`src/rtl/lans_pkg.sv`:
```
`timescale 1ns / 1ps
`default_nettype none

package lans_pkg;

   localparam int MAX_NODES_DEF = 2048;
   localparam int POS_BITS_DEF  = 16;

   localparam int IDX_W      = 11;
   localparam int CNT_W      = 12;
   localparam int RAD_W      = 16;
   localparam int WGT_W      = 13;
   localparam int CAP_W      = 8;
   localparam int LOAD_W     = 16;
   localparam int COST_W     = 20;
   localparam int STAT_W     = 2;
   localparam int CSR_IDX_W  = 2;
   localparam int CSR_DATA_W = 16;

   localparam logic [COST_W-1:0] COST_MAX = 20'hFFFFF;
   localparam logic [WGT_W-1:0]  ONE_Q12  = 13'd4096;

   localparam logic [CNT_W-1:0] NODE_COUNT_RST = 12'd1500;
   localparam logic [RAD_W-1:0] RADIUS_RST     = 16'd4096;
   localparam logic [WGT_W-1:0] WEIGHT_RST     = 13'd2048;
   localparam logic [CAP_W-1:0] CAPACITY_RST   = 8'd1;

   localparam logic [CSR_IDX_W-1:0] CSR_NODE_COUNT = 2'd0;
   localparam logic [CSR_IDX_W-1:0] CSR_RADIUS     = 2'd1;
   localparam logic [CSR_IDX_W-1:0] CSR_WEIGHT     = 2'd2;
   localparam logic [CSR_IDX_W-1:0] CSR_CAPACITY   = 2'd3;

   localparam logic REQ_WRITE = 1'b0;

   localparam logic [STAT_W-1:0] ST_WRITTEN     = 2'd0;
   localparam logic [STAT_W-1:0] ST_DELIVERED   = 2'd1;
   localparam logic [STAT_W-1:0] ST_FORWARDED   = 2'd2;
   localparam logic [STAT_W-1:0] ST_NO_NEIGHBOR = 2'd3;

   typedef enum logic [1:0] {
      ADDR_CUR,
      ADDR_DEST,
      ADDR_SCAN
   } lans_addr_sel_type;

   typedef enum logic [1:0] {
      RSP_WRITTEN,
      RSP_DELIVERED,
      RSP_ROUTE
   } lans_rsp_sel_type;

   typedef struct packed {
      logic              latch_req;
      logic              ram_wr;
      lans_addr_sel_type addr_sel;
      logic              ld_cur;
      logic              ld_dest;
      logic              ld_cand;
      logic              ref_dest;
      logic              sq_a;
      logic              sq_b;
      logic              k_clr;
      logic              k_inc;
      logic              sqrt_start;
      logic              mul_ld;
      logic              div_start;
      logic              div_term2;
      logic              t1_ld;
      logic              t2_ld;
      logic              cost_ld;
      logic              best_upd;
      logic              rsp_ld;
      lans_rsp_sel_type  rsp_sel;
   } lans_cmd_type;

   typedef struct packed {
      logic is_write;
      logic in_range;
      logic scan_end;
      logic skip;
      logic sqrt_busy;
      logic div_busy;
   } lans_stat_type;

endpackage

`default_nettype wire

```
`src/rtl/lans_ctrl.sv`:
```
`timescale 1ns / 1ps
`default_nettype none

module lans_ctrl import lans_pkg::*; (
   input  wire logic          clock,
   input  wire logic          reset,
   input  wire logic          start,
   input  wire lans_stat_type stat,
   output lans_cmd_type       cmd,
   output logic               busy
);

   typedef enum logic [23:0] {
      S_IDLE = 24'h000001,
      S_WRITE = 24'h000002,
      S_RCUR = 24'h000004,
      S_RDST = 24'h000008,
      S_LDST = 24'h000010,
      S_CA = 24'h000020,
      S_CB = 24'h000040,
      S_CHK = 24'h000080,
      S_SCAN = 24'h000100,
      S_SRD = 24'h000200,
      S_SA = 24'h000400,
      S_SB = 24'h000800,
      S_SC = 24'h001000,
      S_DA = 24'h002000,
      S_DB = 24'h004000,
      S_SQS = 24'h008000,
      S_SQW = 24'h010000,
      S_MUL = 24'h020000,
      S_D1S = 24'h040000,
      S_D1W = 24'h080000,
      S_D2S = 24'h100000,
      S_D2W = 24'h200000,
      S_SUM = 24'h400000,
      S_CMP = 24'h800000
   } lans_state_type;

   lans_state_type state_ff, state_in;

   always_ff @(posedge clock) begin
      if (reset) begin
         state_ff <= S_IDLE;
      end else begin
         state_ff <= state_in;
      end
   end

   always_comb begin
      cmd      = '0;
      cmd.addr_sel = ADDR_SCAN;
      cmd.rsp_sel  = RSP_ROUTE;
      state_in = state_ff;
      unique case (state_ff)
         S_IDLE: begin
            if (start) begin
               cmd.latch_req = 1'b1;
               state_in = stat.is_write ? S_WRITE : S_RCUR;
            end
         end
         S_WRITE: begin
            cmd.ram_wr  = 1'b1;
            cmd.rsp_ld  = 1'b1;
            cmd.rsp_sel = RSP_WRITTEN;
            state_in = S_IDLE;
         end
         S_RCUR: begin
            cmd.addr_sel = ADDR_CUR;
            state_in = S_RDST;
         end
         S_RDST: begin
            cmd.addr_sel = ADDR_DEST;
            cmd.ld_cur   = 1'b1;
            state_in = S_LDST;
         end
         S_LDST: begin
            // destination doubles as the first candidate for the delivery test
            cmd.ld_dest = 1'b1;
            cmd.ld_cand = 1'b1;
            state_in = S_CA;
         end
         S_CA: begin
            cmd.sq_a = 1'b1;
            state_in = S_CB;
         end
         S_CB: begin
            cmd.sq_b = 1'b1;
            state_in = S_CHK;
         end
         S_CHK: begin
            if (stat.in_range) begin
               cmd.rsp_ld  = 1'b1;
               cmd.rsp_sel = RSP_DELIVERED;
               state_in = S_IDLE;
            end else begin
               cmd.k_clr = 1'b1;
               state_in = S_SCAN;
            end
         end
         S_SCAN: begin
            if (stat.scan_end) begin
               cmd.rsp_ld = 1'b1;
               state_in = S_IDLE;
            end else if (stat.skip) begin
               cmd.k_inc = 1'b1;
            end else begin
               state_in = S_SRD;
            end
         end
         S_SRD: begin
            cmd.ld_cand = 1'b1;
            state_in = S_SA;
         end
         S_SA: begin
            cmd.sq_a = 1'b1;
            state_in = S_SB;
         end
         S_SB: begin
            cmd.sq_b = 1'b1;
            state_in = S_SC;
         end
         S_SC: begin
            if (stat.in_range) begin
               state_in = S_DA;
            end else begin
               cmd.k_inc = 1'b1;
               state_in = S_SCAN;
            end
         end
         S_DA: begin
            cmd.ref_dest = 1'b1;
            cmd.sq_a     = 1'b1;
            state_in = S_DB;
         end
         S_DB: begin
            cmd.sq_b = 1'b1;
            state_in = S_SQS;
         end
         S_SQS: begin
            cmd.sqrt_start = 1'b1;
            state_in = S_SQW;
         end
         S_SQW: begin
            if (!stat.sqrt_busy) begin
               state_in = S_MUL;
            end
         end
         S_MUL: begin
            cmd.mul_ld = 1'b1;
            state_in = S_D1S;
         end
         S_D1S: begin
            cmd.div_start = 1'b1;
            state_in = S_D1W;
         end
         S_D1W: begin
            if (!stat.div_busy) begin
               cmd.t1_ld = 1'b1;
               state_in = S_D2S;
            end
         end
         S_D2S: begin
            cmd.div_start = 1'b1;
            cmd.div_term2 = 1'b1;
            state_in = S_D2W;
         end
         S_D2W: begin
            cmd.div_term2 = 1'b1;
            if (!stat.div_busy) begin
               cmd.t2_ld = 1'b1;
               state_in = S_SUM;
            end
         end
         S_SUM: begin
            cmd.cost_ld = 1'b1;
            state_in = S_CMP;
         end
         S_CMP: begin
            cmd.best_upd = 1'b1;
            cmd.k_inc    = 1'b1;
            state_in = S_SCAN;
         end
         default: begin
            state_in = S_IDLE;
         end
      endcase
   end

   assign busy = (state_ff != S_IDLE);

endmodule

`default_nettype wire

```
`config.mk`:
```
export PLATFORM = sky130hd
export DESIGN_NAME = lans_ctrl
export DESIGN_NICKNAME = d
export VERILOG_FILES = /design/src/rtl/lans_pkg.sv /design/src/rtl/lans_ctrl.sv
export SDC_FILE = /design/constraint.sdc
export NUM_CORES = 1
export LEC_CHECK = 0
export BUFFER_PORTS_ARGS = -buffer_cell sky130_fd_sc_hd__clkbuf_2
export CAP_MARGIN = 5
export CORE_ASPECT_RATIO = 0.75
export CORE_MARGIN = 2
export CORE_UTILIZATION = 57
export DETAILED_ROUTE_END_ITERATION = 12
export PLACE_DENSITY_LB_ADDON = 0.05
export SYNTH_ARGS = -nofsm -noshare
export SYNTH_HDL_FRONTEND = slang
export SYNTH_SLANG_ARGS = --single-unit
```
`constraint.sdc`:
```
create_clock -name clock -period 3.75 [get_ports clock]
set_input_delay 0.1875 -clock clock [delete_from_list [all_inputs] [get_ports clock]]
set_output_delay 0.1875 -clock clock [all_outputs]
set_load 0.03 [all_outputs]
```
==> flow_summary.json, run 1 <==
{
  "status": "completed",
  "hpwlAfterDp_mm": 2.644,
  "endpoint": "cmd[2]",
  "syn_to_final_growth_pct": 14.78,
  "holdCritPathClass": "primary input to flop",
  "cts_hold_buf": 0,
  "synthAdderAreaFrac_pct": 0,
  "clkLatencyLatePin_ps": 330,
  "yosys.area_share.simple_pct": 49.82,
  "cpPeakStageDelay_ps": 540,
  "worst-path-stages": 7,
  "initial_core_util_pct": 60.75,
  "maxCapViolCount": 0,
  "critical_path_class": "flop to output pin",
  "std_cell_rows": 15,
  "insertedDiodeCount": 0,
  "cts_root_buf": "clkbuf_4",
  "period_needed_ps": 3137,
  "synth_area_leaders": "dfxtp_1 34%, nor2_1 7.7%, nand4b_1 6.2%",
  "cts.sinks": 24,
  "vdd_drop_max_uv": 407.8,
  "overflow": 0,
  "syn_area_um2": 1414,
  "cts_inserted_buffers": 3,
  "drc": 0,
  "setup_viol": 0,
  "rsz0062_at_grt": "false",
  "final_nets": 217,
  "grt_pass1_wl_mm": 5.513,
  "synth_seq_cells": 24,
  "hold_viol_final": 0,
  "crit_family": "simple AND/OR/NAND/NOR gates",
  "grt_max_degree": 22,
  "skew_ps": 12.55,
  "worst_hold_slack_ps": 25.01,
  "fillers": 212,
  "drive_above_1_share_pct": 22.22,
  "cp.arrival_ps": 2950,
  "yosys_warnings": 0,
  "crit_chain": "nor4_2 > nand4_1 > nor4_1 > and4b_1 > nor2_1 > nand2_1 > clkbuf_2",
  "final_cell_mix": "32 x clkbuf_2, 29 x nor2_1, 24 x dfxtp_1, 17 x nor3_1, 11 x nor4_1",
  "r2r_start": "state_ff[23]$_SDFFE_PP0P_",
  "rrSetupSlack_ps": 730,
  "drt-pass1-iter-count": 4,
  "crit_path_top_delay_cell": "nor4_2",
  "worstPathMaxFanout": 13,
  "routedWlPerCell_um": 14.85,
  "fin_crit_sh_pct": 83.65,
  "core-area_um2": 2327,
  "p_per_area_nw_per_um2": 336.2,
  "muxShareOfSynthArea_pct": 0,
  "tightest_slew_ps": 639.0,
  "yosys.area.top_type": "dfxtp_1",
  "wirelength_mm": 3.578,
  "final_cell_count_no_fill": 241,
  "die_x_um": 61.51,
  "die_area_um2": 2899,
  "grt_pass1_vias": 1164,
  "cp.required_ps": 3560,
  "vias": 1487,
  "start_kind": "flop",
  "yosysTopAreaCellShare_pct": 33.98,
  "maxSlewHeadroom_pct": 57.30,
  "io_buffers": 32,
  "ff2ff_path_depth": 6,
  "layout_commonest_cell": "clkbuf_2",
  "synth_xor_area_share_pct": 3.097,
  "synth_top_family_by_area": "simple AND/OR/NAND/NOR gates",
  "ys_types": 41,
  "critPathBufInv": 1,
  "rr_endpoint": "state_ff[9]$_SDFFE_PP0P_",
  "postRouteAntennaNets": 0,
  "p_leak_nw": 0.7083,
  "clockBufferDepth": 2,
  "crit_path_end_kind": "output pin",
  "drt_iter0_drc": 157,
  "fmax_mhz": 318.8,
  "cts_resized": 0,
  "antenna_found_initial": 0,
  "post-cts-setup-buffers": 0,
  "finalWeightedCongestion": 0.8298,
  "viasPerCell": 6.170,
  "track_usage_pct": 26.48,
  "netlist_instances": 179,
  "clk_pin_slew_worst_paths_ps": 140,
  "fin_setup_tns_ps": 0,
  "ios": 33,
  "die_h_um": 47.13,
  "dp.cells": 237,
  "largest_reg_flops": 24,
  "syn_avg_cell_area_um2": 7.899,
  "reg.largest.list": "state_ff: 24 flops",
  "seq_area_frac_synth_pct": 33.98,
  "syn_nets": 188,
  "cts_tree": "yes",
  "synth_compound_area_share_pct": 7.168,
  "startpoint": "state_ff[23]$_SDFFE_PP0P_",
  "cts_max_level": 1,
  "slew_violations": 0,
  "regMostFlops": "state_ff"
}
[how the worst min path moves through the flow]
stage / from / to / slack (ps) / cells past startpoint
after global routing: stat[5] / state_ff[2]$_SDFFE_PP0P_ / 7 / 2
after detailed placement: stat[5] / state_ff[2]$_SDFFE_PP0P_ / 380 / 2
after global placement: stat[5] / state_ff[2]$_SDFFE_PP0P_ / 370 / 2
after CTS: stat[5] / state_ff[2]$_SDFFE_PP0P_ / 20 / 2
after floorplan: stat[3] / state_ff[9]$_SDFFE_PP0P_ / 260 / 1
final: stat[5] / state_ff[2]$_SDFFE_PP0P_ / 30 / 2
[layout make-up]
type | instances | area (µm²) | area share, %
flip-flops and latches | 24 | 480.5 | 29.61
inverters | 10 | 37.54 | 2.313
clock inverters | 1 | 30.03 | 1.850
clock buffers | 3 | 22.52 | 1.388
repair buffers | 32 | 160.2 | 9.869
well taps | 34 | 42.54 | 2.621
multi-input cells | 137 | 849.6 | 52.35
[logic make-up after synthesis]
logic type      after synthesis
compound gates               14
xor+xnor                      5
buf+inv                      18
flops                        24
simple gates                118
[metrics by stage]
| stage | cell area, µm² | util [%] | power (mW) | setup WS [ps] |
|---|---|---|---|---|
| global route | 1623 | 69.73 | 0.5721 | 345.3 |
| finish | 1623 | 69.73 | 0.5456 | 613.2 |
| floorplan | 1414 | - | 0.3438 | 438.6 |
| CTS | 1623 | 69.73 | 0.5459 | 674.7 |
| global placement | 1570 | 67.47 | 0.3585 | 979.9 |
| detailed placement | 1570 | 67.47 | 0.3602 | 816.9 |
[cells in the mapped netlist, drive strengths merged]
cell type and n:
nor4b 1, nand4 5, nand3 4, nand3b 10, buf 5, or4 1, nor3 17, a21oi 2
xnor2 3, a2111oi 1, o31a 1, and4b 2, o21ba 2, clkbuf 3, a31oi 2, nand4b 10
or3 7, nand2 10, or2 1, xor2 2, nor4bb 1, nor2b 2, nor4 14, and2 1
inv 10, o21ai 3, nor2 30, dfxtp 24, a21boi 1, nor3b 1, o31ai 2, and3 1
[worst register-to-register path, cell delays in order (launching register included)]
cell,delay (ps)
dfxtp_1,380
nor4_2,540
nand4_1,500
or3_1,610
nor2_2,200
or4_1,540
nor3b_1,130
[power breakdown]
group | leakage [nW] | switching [mW] | internal [mW]
Sequential | 0.194 | 0.00438 | 0.259
Combinational | 0.487 | 0.0651 | 0.0275
Clock | 0.0279 | 0.0811 | 0.108
Total | 0.708 | 0.151 | 0.395
[metal layers]
layer	up-vias	part of all wire [%]	track usage, %
met1	692	45	40.03
met5	-	0	0
li1	720	-	-
met2	73	46	38.74
met4	0	0.50	5.106
met3	2	8.9	6.061
Power figures use the tool's default switching activity.
==> run 2: changes to the inputs <==
--- a/config.mk
+++ b/config.mk
@@ -9,7 +9,7 @@
 export CAP_MARGIN = 5
 export CORE_ASPECT_RATIO = 0.75
 export CORE_MARGIN = 2
-export CORE_UTILIZATION = 57
+export CORE_UTILIZATION = 53
 export DETAILED_ROUTE_END_ITERATION = 12
 export PLACE_DENSITY_LB_ADDON = 0.05
 export SYNTH_ARGS = -nofsm -noshare
==> constraint.sdc (replaced) <==
create_clock -name clock -period 3.1 [get_ports clock]
set_input_delay 0.155 -clock clock [delete_from_list [all_inputs] [get_ports clock]]
set_output_delay 0.155 -clock clock [all_outputs]
set_load 0.03 [all_outputs]
==> run 2 against run 1 <==
Effect of this change:
- non-clock buffer count rose by 6
- critical endpoint unchanged
- critical path depth rose by 1
- sequential share of layout area fell by 0.82 points
- clock skew fell by 6.5 ps
- power rose by 11%
- global-route usage fell by 1.4 points
- register-to-register slack got worse by 200 ps
- setup slack got worse by 410 ps
- count of clock-buffer cells in the layout rose by 1
==> flow_summary.json, run 2 (synthesized netlist as in run 1, its figures left out) <==
{
  "cts.sinks": 24,
  "postRouteAntennaNets": 0,
  "grt_max_degree": 20,
  "vias": 1493,
  "pwr-share-seq_pct": 52.7,
  "finalWeightedCongestion": 0.8492,
  "hp-start": "stat[3]",
  "holdCritPathClass": "primary input to flop",
  "initial_core_util_pct": 54.75,
  "hold_viol_final": 0,
  "track_usage_pct": 25.11,
  "routedWlPerCell_um": 14.78,
  "clockBufferDepth": 2,
  "r2r_start": "state_ff[16]$_SDFFE_PP0P_",
  "crit_chain": "nor4_2 > nand4_1 > buf_4 > nor4_1 > and4b_1 > nor2_1 > nand2_1 > clkbuf_2",
  "reg.largest.list": "state_ff: 24 flops",
  "worst_hold_slack_ps": 51.60,
  "p_int_uw": 423.5,
  "holdPathStages": 2,
  "layout_commonest_cell": "clkbuf_2",
  "antenna_found_initial": 0,
  "std_cell_rows": 16,
  "clk_pin_slew_worst_paths_ps": 130,
  "maxSlewHeadroom_pct": 59.15,
  "grt_pass1_wl_mm": 6.216,
  "io_buffers": 32,
  "ff2ff_path_depth": 7,
  "clkLatencyLatePin_ps": 320,
  "p_per_area_nw_per_um2": 363.5,
  "post-cts-setup-buffers": 0,
  "drive_above_1_share_pct": 24.88,
  "p_leak_nw": 0.7334,
  "critical_path_class": "flop to output pin",
  "worstPathMaxFanout": 12,
  "fillers": 236,
  "largest_reg_flops": 24,
  "cts_tree": "yes",
  "drc": 0,
  "ios": 33,
  "insertedDiodeCount": 0,
  "period_needed_ps": 2895,
  "grt_pass1_vias": 1349,
  "setup_ws_ps": 205.3,
  "maxCapViolCount": 0,
  "post-route-util_pct": 64.63,
  "cp.required_ps": 2940,
  "final_cell_mix": "32 x clkbuf_2, 29 x nor2_1, 24 x dfxtp_1, 17 x nor3_1",
  "crit_path_end_kind": "output pin",
  "p_comb_share_pct": 19.9,
  "rr_endpoint": "state_ff[11]$_SDFFE_PP0P_",
  "tightest_slew_ps": 612.8,
  "die_h_um": 48.73,
  "start_kind": "flop",
  "cts_root_buf": "clkbuf_4",
  "regMostFlops": "state_ff",
  "status": "completed",
  "skew_ps": 6.002,
  "drt_iter0_drc": 155,
  "switching_share_pct": 30.21,
  "die_area_um2": 3101,
  "setup_viol": 0,
  "rrSetupSlack_ps": 530,
  "wirelength_mm": 3.680,
  "multi_input_area_um2": 862.1,
  "cpPeakStageDelay_ps": 560,
  "fin_setup_tns_ps": 0,
  "cp.arrival_ps": 2740,
  "hold_end": "state_ff[9]$_SDFFE_PP0P_",
  "overflow": 0,
  "crit_path_top_delay_cell": "nor4_2",
  "cts_max_level": 1,
  "seq_area_um2": 480.5,
  "fmax_mhz": 345.5,
  "hpwlAfterDp_mm": 2.809,
  "cts_inserted_buffers": 3,
  "slew_violations": 0,
  "syn_to_final_growth_pct": 18.05,
  "clockPowerShare_pct": 27.4,
  "viasPerCell": 5.996,
  "fin_crit_sh_pct": 93.38,
  "place_ws_ps": 550.1,
  "netSwitchingPower_uw": 183.3,
  "final_nets": 223,
  "die_x_um": 63.64,
  "core-area_um2": 2582,
  "vdd_drop_max_uv": 174.0,
  "drt-pass1-iter-count": 5,
  "rsz0062_at_grt": "false"
}
-- run 2: changes by cell type in the layout (fill, tap and decap cells not counted), sizes merged --
cell,before,now
dlygate4sd3,0,1
bufinv,1,0
clkbuf,35,36
buf,0,5
-- run 2: cell type report --
| cell class | count | share of cell area [%] |
|---|---|---|
| multi-input cells | 137 | 51.65 |
| flip-flops and latches | 24 | 28.79 |
| repair buffers | 38 | 12.44 |
| well taps | 36 | 2.699 |
| inverters | 10 | 2.249 |
| clock buffers | 4 | 2.174 |
-- run 2: worst max-delay path, delay by kind of cell (launching register included) --
family	cells	cell delay, ps
AND/OR/NAND/NOR	6	1640
buffers and inverters	2	420
flip-flops	1	380
-- run 2: what timing repair did --
item | 4_1_cts | 5_1_grt
endpoints found under the hold margin | 1 | 0
gates resized for setup | 0 | 1
setup endpoints to repair | 0 | 1
hold buffers | 1 | 0
-- run 2: metrics by stage --
stage	cell area [µm²]	power [mW]	std cells
final	1669	0.6068	249
after detailed placement	1617	0.4426	244
after CTS	1663	0.6096	249
after global placement	1617	0.4407	244
after floorplan	1420	0.4165	179
after global routing	1669	0.6348	249
-- run 2: power groups by stage --
stage / clock network (mW) / logic [mW] / registers [mW]
2_1_floorplan: 0 / 0.0916 / 0.325
3_3_place_gp: 0 / 0.115 / 0.326
3_5_place_dp: 0 / 0.117 / 0.326
4_1_cts: 0.172 / 0.118 / 0.319
5_1_grt: 0.183 / 0.131 / 0.321
6_report: 0.166 / 0.121 / 0.320
-- run 2: worst max-delay path by stage --
stage	slack [ps]	end	start
after floorplan	200	state_ff[8]$_SDFFE_PP0P_	state_ff[3]$_SDFFE_PP0P_
after global placement	620	state_ff[9]$_SDFFE_PP0P_	state_ff[16]$_SDFFE_PP0P_
after detailed placement	550	state_ff[11]$_SDFFE_PP0P_	state_ff[23]$_SDFFE_PP0P_
after CTS	260	cmd[2]	state_ff[23]$_SDFFE_PP0P_
after global routing	40	cmd[11]	state_ff[23]$_SDFFE_PP0P_
final	210	cmd[2]	state_ff[16]$_SDFFE_PP0P_
-- run 2: metal layers --
| layer | vias to the layer above | routed length [µm] | GRT usage (%) |
|---|---|---|---|
| met2 | 59 | 1714 | 41.23 |
| met3 | 4 | 325 | 6.047 |
| li1 | 727 | - | - |
| met1 | 703 | 1621 | 34.11 |
| met5 | - | 0 | 0 |
| met4 | 0 | 19 | 4.348 |
